$ cat src/rtl/jse_pkg.sv
// Package for the JSON string escaper core: widths, status codes, character
// constants and the hex digit helpers. It depends on nothing else.
`timescale 1ns / 1ps

package jse_pkg;

    localparam int LENGTH_BITS = 16;
    localparam int CFG_W       = 16;
    localparam int CP_W        = 21;
    localparam int ESC_MAX     = 12;
    localparam int OBUF_DEPTH  = ESC_MAX + 1;
    localparam int CNT_W       = $clog2(OBUF_DEPTH + 1);

    localparam logic [CFG_W-1:0] MAX_BYTES_RESET = 16'd240;

    typedef enum logic [1:0] {
        ST_OK       = 2'd0,
        ST_BAD_UTF8 = 2'd1,
        ST_TOO_LONG = 2'd2
    } status_t;

    // Code point limits.
    localparam logic [CP_W-1:0] CP_MAX      = 21'h10ffff;
    localparam logic [CP_W-1:0] CP_BMP_MAX  = 21'h00ffff;
    localparam logic [CP_W-1:0] CP_SUPP     = 21'h010000;
    localparam logic [CP_W-1:0] CP_MIN2     = 21'h000080;
    localparam logic [CP_W-1:0] CP_MIN3     = 21'h000800;
    localparam logic [CP_W-1:0] SURR_FIRST  = 21'h00d800;
    localparam logic [CP_W-1:0] SURR_LAST   = 21'h00dfff;
    localparam logic [15:0]     HIGH_SURR   = 16'hd800;
    localparam logic [15:0]     LOW_SURR    = 16'hdc00;

    // Lead byte ranges.
    localparam logic [7:0] LEAD2_MIN = 8'hc2;
    localparam logic [7:0] LEAD2_MAX = 8'hdf;
    localparam logic [7:0] LEAD3_MIN = 8'he0;
    localparam logic [7:0] LEAD3_MAX = 8'hef;
    localparam logic [7:0] LEAD4_MIN = 8'hf0;
    localparam logic [7:0] LEAD4_MAX = 8'hf4;

    // Characters.
    localparam logic [7:0] CH_QUOTE  = 8'h22;
    localparam logic [7:0] CH_BSLASH = 8'h5c;
    localparam logic [7:0] CH_BS     = 8'h08;
    localparam logic [7:0] CH_TAB    = 8'h09;
    localparam logic [7:0] CH_LF     = 8'h0a;
    localparam logic [7:0] CH_FF     = 8'h0c;
    localparam logic [7:0] CH_CR     = 8'h0d;
    localparam logic [7:0] CH_SPACE  = 8'h20;
    localparam logic [7:0] CH_ZERO   = 8'h30;
    localparam logic [7:0] CH_B      = 8'h62;
    localparam logic [7:0] CH_F      = 8'h66;
    localparam logic [7:0] CH_N      = 8'h6e;
    localparam logic [7:0] CH_R      = 8'h72;
    localparam logic [7:0] CH_T      = 8'h74;
    localparam logic [7:0] CH_U      = 8'h75;
    localparam logic [7:0] HEX_ALPHA = 8'h57;

    typedef logic [5:0][7:0] uesc_t;

    // Lowercase hex digit for one nibble.
    function automatic logic [7:0] hex_char(input logic [3:0] nib);
        if (nib < 4'd10) begin
            return CH_ZERO + {4'b0000, nib};
        end else begin
            return HEX_ALPHA + {4'b0000, nib};
        end
    endfunction

    // The six bytes of a \uXXXX escape, first byte in element 0.
    function automatic uesc_t u_escape(input logic [15:0] v);
        uesc_t r;
        r[0] = CH_BSLASH;
        r[1] = CH_U;
        r[2] = hex_char(v[15:12]);
        r[3] = hex_char(v[11:8]);
        r[4] = hex_char(v[7:4]);
        r[5] = hex_char(v[3:0]);
        return r;
    endfunction

endpackage

$ cat src/rtl/json_string_escaper_core.sv
// The first result of an accepted transaction is on the master side in the cycle after it.
// Throughput: one input transaction per cycle while each gives at most one result and
// m_axis_tready is high; else the next waits for the last result of the single output stage.
// Reset: synchronous, active low; clears the decoder, counters and output stage and
// restores max_bytes to 240. Uses jse_pkg.
`timescale 1ns / 1ps

module json_string_escaper_core (
    input  logic        aclk,
    input  logic        aresetn,
    // Configuration: max_bytes.
    input  logic        cfg_we,
    input  logic [15:0] cfg_wdata,
    // Input stream.
    input  logic        s_axis_tvalid,
    output logic        s_axis_tready,
    input  logic [7:0]  s_axis_tdata,   // [7:0] data_byte
    input  logic [0:0]  s_axis_tuser,   // [0] byte_present
    input  logic        s_axis_tlast,   // last
    // Result stream.
    output logic        m_axis_tvalid,
    input  logic        m_axis_tready,
    output logic [7:0]  m_axis_tdata,   // [7:0] out_byte
    output logic [2:0]  m_axis_tuser,   // [0] out_valid, [2:1] status
    output logic        m_axis_tlast    // end_of_string
);

    localparam int LB = jse_pkg::LENGTH_BITS;
    localparam int CW = jse_pkg::CNT_W;
    // Largest count that a length counter can hold.
    localparam logic [31:0] LEN_MAX = 32'((64'd1 << LB) - 64'd1);

    // Configuration and per-string decoder state.
    logic [15:0]             max_bytes_reg;
    logic [jse_pkg::CP_W-1:0] acc_reg, acc_next;
    logic [1:0]              pend_reg, pend_next;
    logic [1:0]              slen_reg, slen_next;
    logic [LB-1:0]           inc_reg, inc_next;
    logic [LB-1:0]           outc_reg, outc_next;
    jse_pkg::status_t        err_reg, err_next;

    // Output stage: a shift line of result bytes, drained from element 0.
    logic [7:0]              obuf_reg [jse_pkg::OBUF_DEPTH];
    logic [7:0]              obuf_next [jse_pkg::OBUF_DEPTH];
    logic [CW-1:0]           cnt_reg, cnt_next;
    logic                    eos_reg, eos_next;
    logic                    extra_reg, extra_next;
    jse_pkg::status_t        fin_reg, fin_next;

    // Combinational working values.
    logic [7:0]              esc [jse_pkg::OBUF_DEPTH];
    logic [3:0]              n_esc;
    logic [3:0]              n_emit;
    logic [LB-1:0]           limit;
    logic [LB-1:0]           room;
    logic [jse_pkg::CP_W-1:0] cp_min;
    logic [jse_pkg::CP_W-1:0] supp;
    jse_pkg::uesc_t          u_hi, u_lo;
    logic [7:0]              b;
    logic                    s_acc, m_acc;

    assign b     = s_axis_tdata;
    assign s_acc = s_axis_tvalid & s_axis_tready;
    assign m_acc = m_axis_tvalid & m_axis_tready;

    // The limit saturates at the largest count that the length counters can hold.
    assign limit = (32'(max_bytes_reg) > LEN_MAX) ? LB'(LEN_MAX) : LB'(max_bytes_reg);

    // A new transaction is taken when the output stage is empty or hands over its final result.
    assign s_axis_tready = (cnt_reg == '0) || ((cnt_reg == CW'(1)) && m_axis_tready);

    // The final element may be the byte-less end-of-string result, which carries the status.
    assign m_axis_tvalid   = (cnt_reg != '0);
    assign m_axis_tdata    = obuf_reg[0];
    assign m_axis_tlast    = eos_reg && (cnt_reg == CW'(1));
    assign m_axis_tuser[0] = !(extra_reg && (cnt_reg == CW'(1)));
    assign m_axis_tuser[2:1] = (extra_reg && (cnt_reg == CW'(1))) ? fin_reg : jse_pkg::ST_OK;

    // Decode and escape one input byte in a single pass.
    always_comb begin
        acc_next  = acc_reg;
        pend_next = pend_reg;
        slen_next = slen_reg;
        inc_next  = inc_reg;
        outc_next = outc_reg;
        err_next  = err_reg;
        n_esc     = 4'd0;
        cp_min    = jse_pkg::CP_SUPP;
        supp      = acc_reg - jse_pkg::CP_SUPP;
        u_hi      = jse_pkg::u_escape(16'h0000);
        u_lo      = jse_pkg::u_escape(16'h0000);
        for (int i = 0; i < jse_pkg::OBUF_DEPTH; i++) begin
            esc[i] = 8'h00;
        end

        if (s_axis_tuser[0] && (err_reg == jse_pkg::ST_OK)) begin
            if (inc_reg >= limit) begin
                err_next = jse_pkg::ST_TOO_LONG;
            end else begin
                inc_next = inc_reg + LB'(1);
                if (pend_reg != 2'd0) begin
                    if (b[7:6] != 2'b10) begin
                        // A broken sequence drops the offending byte.
                        err_next = jse_pkg::ST_BAD_UTF8;
                    end else begin
                        acc_next  = {acc_reg[jse_pkg::CP_W-7:0], b[5:0]};
                        pend_next = pend_reg - 2'd1;
                        if (pend_next == 2'd0) begin
                            slen_next = 2'd0;
                            case (slen_reg)
                                2'd1:    cp_min = jse_pkg::CP_MIN2;
                                2'd2:    cp_min = jse_pkg::CP_MIN3;
                                default: cp_min = jse_pkg::CP_SUPP;
                            endcase
                            supp = acc_next - jse_pkg::CP_SUPP;
                            if ((acc_next < cp_min) || (acc_next > jse_pkg::CP_MAX) ||
                                ((acc_next >= jse_pkg::SURR_FIRST) &&
                                 (acc_next <= jse_pkg::SURR_LAST))) begin
                                err_next = jse_pkg::ST_BAD_UTF8;
                            end else if (acc_next <= jse_pkg::CP_BMP_MAX) begin
                                u_hi = jse_pkg::u_escape(acc_next[15:0]);
                                for (int i = 0; i < 6; i++) begin
                                    esc[i] = u_hi[i];
                                end
                                n_esc = 4'd6;
                            end else begin
                                // Supplementary plane: surrogate pair.
                                u_hi = jse_pkg::u_escape(jse_pkg::HIGH_SURR +
                                                         {6'b000000, supp[19:10]});
                                u_lo = jse_pkg::u_escape(jse_pkg::LOW_SURR +
                                                         {6'b000000, supp[9:0]});
                                for (int i = 0; i < 6; i++) begin
                                    esc[i]     = u_hi[i];
                                    esc[i + 6] = u_lo[i];
                                end
                                n_esc = 4'd12;
                            end
                        end
                    end
                end else if (!b[7]) begin
                    case (b)
                        jse_pkg::CH_QUOTE, jse_pkg::CH_BSLASH: begin
                            esc[0] = jse_pkg::CH_BSLASH;
                            esc[1] = b;
                            n_esc  = 4'd2;
                        end
                        jse_pkg::CH_BS: begin
                            esc[0] = jse_pkg::CH_BSLASH;
                            esc[1] = jse_pkg::CH_B;
                            n_esc  = 4'd2;
                        end
                        jse_pkg::CH_FF: begin
                            esc[0] = jse_pkg::CH_BSLASH;
                            esc[1] = jse_pkg::CH_F;
                            n_esc  = 4'd2;
                        end
                        jse_pkg::CH_LF: begin
                            esc[0] = jse_pkg::CH_BSLASH;
                            esc[1] = jse_pkg::CH_N;
                            n_esc  = 4'd2;
                        end
                        jse_pkg::CH_CR: begin
                            esc[0] = jse_pkg::CH_BSLASH;
                            esc[1] = jse_pkg::CH_R;
                            n_esc  = 4'd2;
                        end
                        jse_pkg::CH_TAB: begin
                            esc[0] = jse_pkg::CH_BSLASH;
                            esc[1] = jse_pkg::CH_T;
                            n_esc  = 4'd2;
                        end
                        default: begin
                            if (b < jse_pkg::CH_SPACE) begin
                                u_hi = jse_pkg::u_escape({8'h00, b});
                                for (int i = 0; i < 6; i++) begin
                                    esc[i] = u_hi[i];
                                end
                                n_esc = 4'd6;
                            end else begin
                                esc[0] = b;
                                n_esc  = 4'd1;
                            end
                        end
                    endcase
                end else if ((b >= jse_pkg::LEAD2_MIN) && (b <= jse_pkg::LEAD2_MAX)) begin
                    slen_next = 2'd1;
                    pend_next = 2'd1;
                    acc_next  = {16'h0000, b[4:0]};
                end else if ((b >= jse_pkg::LEAD3_MIN) && (b <= jse_pkg::LEAD3_MAX)) begin
                    slen_next = 2'd2;
                    pend_next = 2'd2;
                    acc_next  = {17'h00000, b[3:0]};
                end else if ((b >= jse_pkg::LEAD4_MIN) && (b <= jse_pkg::LEAD4_MAX)) begin
                    slen_next = 2'd3;
                    pend_next = 2'd3;
                    acc_next  = {18'h00000, b[2:0]};
                end else begin
                    err_next = jse_pkg::ST_BAD_UTF8;
                end
            end
        end

        // Output length check: emit what still fits, flag the rest.
        room = (outc_reg >= limit) ? '0 : (limit - outc_reg);
        if (LB'(n_esc) <= room) begin
            n_emit = n_esc;
        end else begin
            n_emit   = room[3:0];
            err_next = jse_pkg::ST_TOO_LONG;
        end
        outc_next = outc_reg + LB'(n_emit);

        eos_next   = 1'b0;
        extra_next = 1'b0;
        fin_next   = jse_pkg::ST_OK;
        cnt_next   = CW'(n_emit);
        if (s_axis_tlast) begin
            if ((err_next == jse_pkg::ST_OK) && (pend_next != 2'd0)) begin
                err_next = jse_pkg::ST_BAD_UTF8;
            end
            eos_next = 1'b1;
            fin_next = err_next;
            if (!((err_next == jse_pkg::ST_OK) && (n_emit != 4'd0))) begin
                // A separate byte-less result closes the string.
                extra_next = 1'b1;
                cnt_next   = CW'(n_emit) + CW'(1);
            end
            acc_next  = '0;
            pend_next = 2'd0;
            slen_next = 2'd0;
            inc_next  = '0;
            outc_next = '0;
            err_next  = jse_pkg::ST_OK;
        end

        // Unused slots are zero so that the end-of-string result carries a zero byte.
        for (int i = 0; i < jse_pkg::OBUF_DEPTH; i++) begin
            obuf_next[i] = (CW'(i) < CW'(n_emit)) ? esc[i] : 8'h00;
        end
    end

    // Control state.
    always_ff @(posedge aclk) begin
        if (!aresetn) begin
            max_bytes_reg <= jse_pkg::MAX_BYTES_RESET;
            acc_reg       <= '0;
            pend_reg      <= 2'd0;
            slen_reg      <= 2'd0;
            inc_reg       <= '0;
            outc_reg      <= '0;
            err_reg       <= jse_pkg::ST_OK;
            cnt_reg       <= '0;
            eos_reg       <= 1'b0;
            extra_reg     <= 1'b0;
            fin_reg       <= jse_pkg::ST_OK;
        end else begin
            if (cfg_we) begin
                max_bytes_reg <= cfg_wdata;
            end
            if (s_acc) begin
                acc_reg   <= acc_next;
                pend_reg  <= pend_next;
                slen_reg  <= slen_next;
                inc_reg   <= inc_next;
                outc_reg  <= outc_next;
                err_reg   <= err_next;
                cnt_reg   <= cnt_next;
                eos_reg   <= eos_next;
                extra_reg <= extra_next;
                fin_reg   <= fin_next;
            end else if (m_acc) begin
                cnt_reg <= cnt_reg - CW'(1);
            end
        end
    end

    // Result bytes: loaded on a new transaction, shifted down as results leave.
    always_ff @(posedge aclk) begin
        if (s_acc) begin
            for (int i = 0; i < jse_pkg::OBUF_DEPTH; i++) begin
                obuf_reg[i] <= obuf_next[i];
            end
        end else if (m_acc) begin
            for (int i = 0; i < jse_pkg::OBUF_DEPTH - 1; i++) begin
                obuf_reg[i] <= obuf_reg[i + 1];
            end
            obuf_reg[jse_pkg::OBUF_DEPTH - 1] <= 8'h00;
        end
    end

endmodule

$ cat config.mk
export PLATFORM = sky130hd
export DESIGN_NAME = json_string_escaper_core
export DESIGN_NICKNAME = d
export VERILOG_FILES = /design/src/rtl/jse_pkg.sv /design/src/rtl/json_string_escaper_core.sv
export SDC_FILE = /design/constraint.sdc
export NUM_CORES = 1
export LEC_CHECK = 0
export BUFFER_PORTS_ARGS = -buffer_cell sky130_fd_sc_hd__clkbuf_2
export CORE_MARGIN = 2
export CORE_UTILIZATION = 50
export DETAILED_ROUTE_END_ITERATION = 10
export PLACE_DENSITY_LB_ADDON = 0.15
export RECOVER_POWER = 100
export SLEW_MARGIN = 20
export SYNTH_ARGS = -nofsm -noshare
export SYNTH_HDL_FRONTEND = slang
export SYNTH_SLANG_ARGS = --single-unit
$ cat constraint.sdc
create_clock -name aclk -period 15.8 [get_ports aclk]
set_input_delay 0.79 -clock aclk [delete_from_list [all_inputs] [get_ports aclk]]
set_output_delay 0.79 -clock aclk [all_outputs]
set_load 0.05 [all_outputs]
==> results.sh <==
export IMPL_numCtsBuffers=17
export IMPL_skew_ns=0.01323
export IMPL_rsz0062_at_grt="no"
export IMPL_setup_viol=0
export IMPL_postSynth_asyncResetShare_pct=0
export IMPL_track_usage_pct=25.66
export IMPL_antenna_found_initial=0
export IMPL_place_congestion=1.047
export IMPL_synth_cells=1217
export IMPL_grt_overflow=0
export IMPL_period_minus_slack_ns=7.221
export IMPL_worstPathRequired_ns=16.11
export IMPL_leakagePower_nw=4.423
export IMPL_cts_buffer_depth=2
export IMPL_critPathLaunchType="register"
export IMPL_final_common_cell="nand2_1"
export IMPL_hold_viol=0
export IMPL_hold_class="reg -> reg"
export IMPL_ys_types=75
export IMPL_ys_seq_elements=161
export IMPL_power_density_mw_per_mm2=133.9
export IMPL_synth_top_family_by_area="simple AND/OR/NAND/NOR gates"
export IMPL_largest_reg_flops=84
export IMPL_synth_xor_area_share_pct=4.349
export IMPL_synth_fp_nets=1330
export IMPL_routed_wl_um=27640
export IMPL_ctsResizeCount=0
export IMPL_max_slew_margin_pct=-128.7
export IMPL_final_cell_mix="159 x nand2_1, 117 x nor2_1, 89 x a21oi_1"
export IMPL_num_vias=8884
export IMPL_dr_pass1_iters=6
export IMPL_worst_skew_pair_late_latency_ns=0.43
export IMPL_max_clock_freq_ghz=0.1385
export IMPL_synthAdderAreaFrac_pct=9.940
export IMPL_via_per_inst=5.903
export IMPL_finalCritPeriodShare_pct=45.70
export IMPL_synth_edff_count=84
export IMPL_initial_core_util_pct=51.43
export IMPL_tns_ns=0
export IMPL_core_area_mm2=0.02036
export IMPL_cts_setup_buffers=0
export IMPL_wl_per_cell_um=18.36
export IMPL_end_kind="register"
export IMPL_synth_area_leaders="edfxtp_1 24%, dfxtp_1 15%, ha_1 9.6%"
export IMPL_worst_pin_slew_ns=3.421
export IMPL_drc_errors=0
export IMPL_fin_nets=1335
export IMPL_die_w_um=148.7
export IMPL_synth_compound_area_share_pct=18.00
export IMPL_critical_path_max_fanout=13
export IMPL_synth_avg_cell_area_um2=8.605
export IMPL_h_tree_depth=4
export IMPL_root_buffer="clkbuf_16"
export IMPL_die_h_um=148.7
export IMPL_worst_slack_ns=8.579
export IMPL_ios=45
export IMPL_cts_sinks=161
export IMPL_place_ws_ns=8.537
export IMPL_cts_hold_buf=0
export IMPL_synth_area_leader_cell="edfxtp_1"
export IMPL_synth_flop_cell="edfxtp_1"
export IMPL_yosysWarnings=0
export IMPL_grt_first_pass_wirelength_um=44440
export IMPL_yosys_area_share_simple_pct=20.80
export IMPL_critical_path_arrival_ns=7.53
export IMPL_crit_type="reg -> reg"
export IMPL_ys_seq_area_share_pct=38.81
export IMPL_grt_max_degree=85
export IMPL_netlist_area_mm2=0.01047
export IMPL_drv_slew=212
export IMPL_vdd_ir_drop_max_v=0.0001198
export IMPL_antenna_cells=0
export IMPL_synthMuxAreaShare_pct=2.557
export IMPL_maxCapViolCount=4
export IMPL_status="finished, violations left"
export IMPL_drive_gt1_share_pct=5.992
export IMPL_rows=52
export IMPL_synth_top_cell_area_share_pct=24.09
export IMPL_violations="capacitance limit, slew limit"
export IMPL_clk_pin_slew_ns=0.07
export IMPL_first_global_vias=8229
export IMPL_drtAntennaViolNets=0
export IMPL_die_area_mm2=0.02212
export IMPL_hpwl_um=20560
export IMPL_drtIter0Drc=926
export IMPL_area_growth_pct=7.861
export IMPL_tritoncts="yes"
export IMPL_portBuffers=43
-- metal layers --
layer / vias to the layer above / GRT usage, % / routed length (um)
met2: 277 / 38.43 / 12060
met5: - / 0 / 0
met1: 4216 / 37.95 / 13290
met3: 40 / 4.387 / 1660
li1: 4351 / - / -
met4: 0 / 7.762 / 629
-- final timing paths --
kind,from,end,slack (ns),cells past startpoint
max,acc_reg[5]$_SDFFE_PN0P_,cnt_reg[2]$_SDFFE_PN0P_,8.58,22
min,fin_reg[1]$_SDFFE_PN0P_,fin_reg[1]$_SDFFE_PN0P_,0.46,2
max reg2reg,acc_reg[5]$_SDFFE_PN0P_,cnt_reg[2]$_SDFFE_PN0P_,8.58,22
min reg2reg,fin_reg[1]$_SDFFE_PN0P_,fin_reg[1]$_SDFFE_PN0P_,0.46,2
-- final cells by class --
cell class / instances / area [um2]
multi-input cells: 913 / 5766
clock inverters: 15 / 168.9
repair buffers: 50 / 237.7
inverters: 79 / 296.5
flip-flops and latches: 161 / 4064
clock buffers: 17 / 425.4
well taps: 270 / 337.8
fillers: 1939 / 9069
-- cells by family (layout without fill, tap and decap cells) --
| group | Yosys count | in the layout |
|---|---|---|
| and+or+nand+nor | 457 | 457 |
| other | 1 | 1 |
| adders and majority gates | 82 | 82 |
| DFF | 161 | 161 |
| buffers and inverters | 143 | 161 |
| muxes | 24 | 24 |
| xor gates and xnor gates | 52 | 52 |
| AOI/OAI and AO/OA | 297 | 297 |
-- synth_stat cells, types with 9 or more instances --
cell type / n
a21o_1: 14
nor2_1: 118
mux2i_1: 20
nor2b_1: 12
clkbuf_1: 48
nor4_1: 9
a31oi_1: 11
nand3_1: 47
ha_1: 80
o21a_1: 9
dfxtp_1: 77
xnor2_1: 26
o21ai_0: 70
buf_4: 9
a21oi_1: 88
nand4_1: 20
and2_1: 20
edfxtp_1: 84
xor2_1: 26
inv_1: 75
o211ai_1: 13
o31ai_1: 20
a211oi_1: 14
nand2_1: 158
and3_1: 11
nor3_1: 20
-- worst max-delay path, cell delays in order, from the launching register on --
cell       delay (ns)
dfxtp_1          0.67
ha_1             0.35
nand4_1          0.19
nor4_1           0.43
a21oi_1          0.17
a222oi_1         0.75
nand4_1          0.32
inv_1            0.15
ha_1             0.26
and4_1           0.21
a21oi_1          0.18
nand3_1          0.11
nor4_1           0.25
and4_1           0.30
nand2_1          0.25
mux2i_1          0.67
inv_1            0.18
ha_1             0.32
o21ai_0          0.15
nor4b_1          0.27
a31oi_1          0.27
and4_4           0.32
a2111oi_0        0.31
-- through the flow --
step	std cells	instance area [um2]	power, mW	hold WS [ns]	utilization, %
floorplan	1217	10470	0.9863	0.4319	-
global placement	1473	10810	1.082	0.4442	53.10
detailed placement	1473	10810	1.089	0.4498	53.10
CTS	1505	11410	1.512	0.4600	56.02
global route	1505	11300	1.592	0.4848	55.47
finish	1505	11300	1.512	0.4587	55.47
-- where the power goes --
group / total [mW] / internal (mW) / leakage [nW] / switching [mW]
Clock: 0.425 / 0.237 / 0.286 / 0.188
Combinational: 0.415 / 0.104 / 2.66 / 0.311
Sequential: 0.673 / 0.632 / 1.48 / 0.0402
No activity file was read; power rests on OpenSTA's default activity.
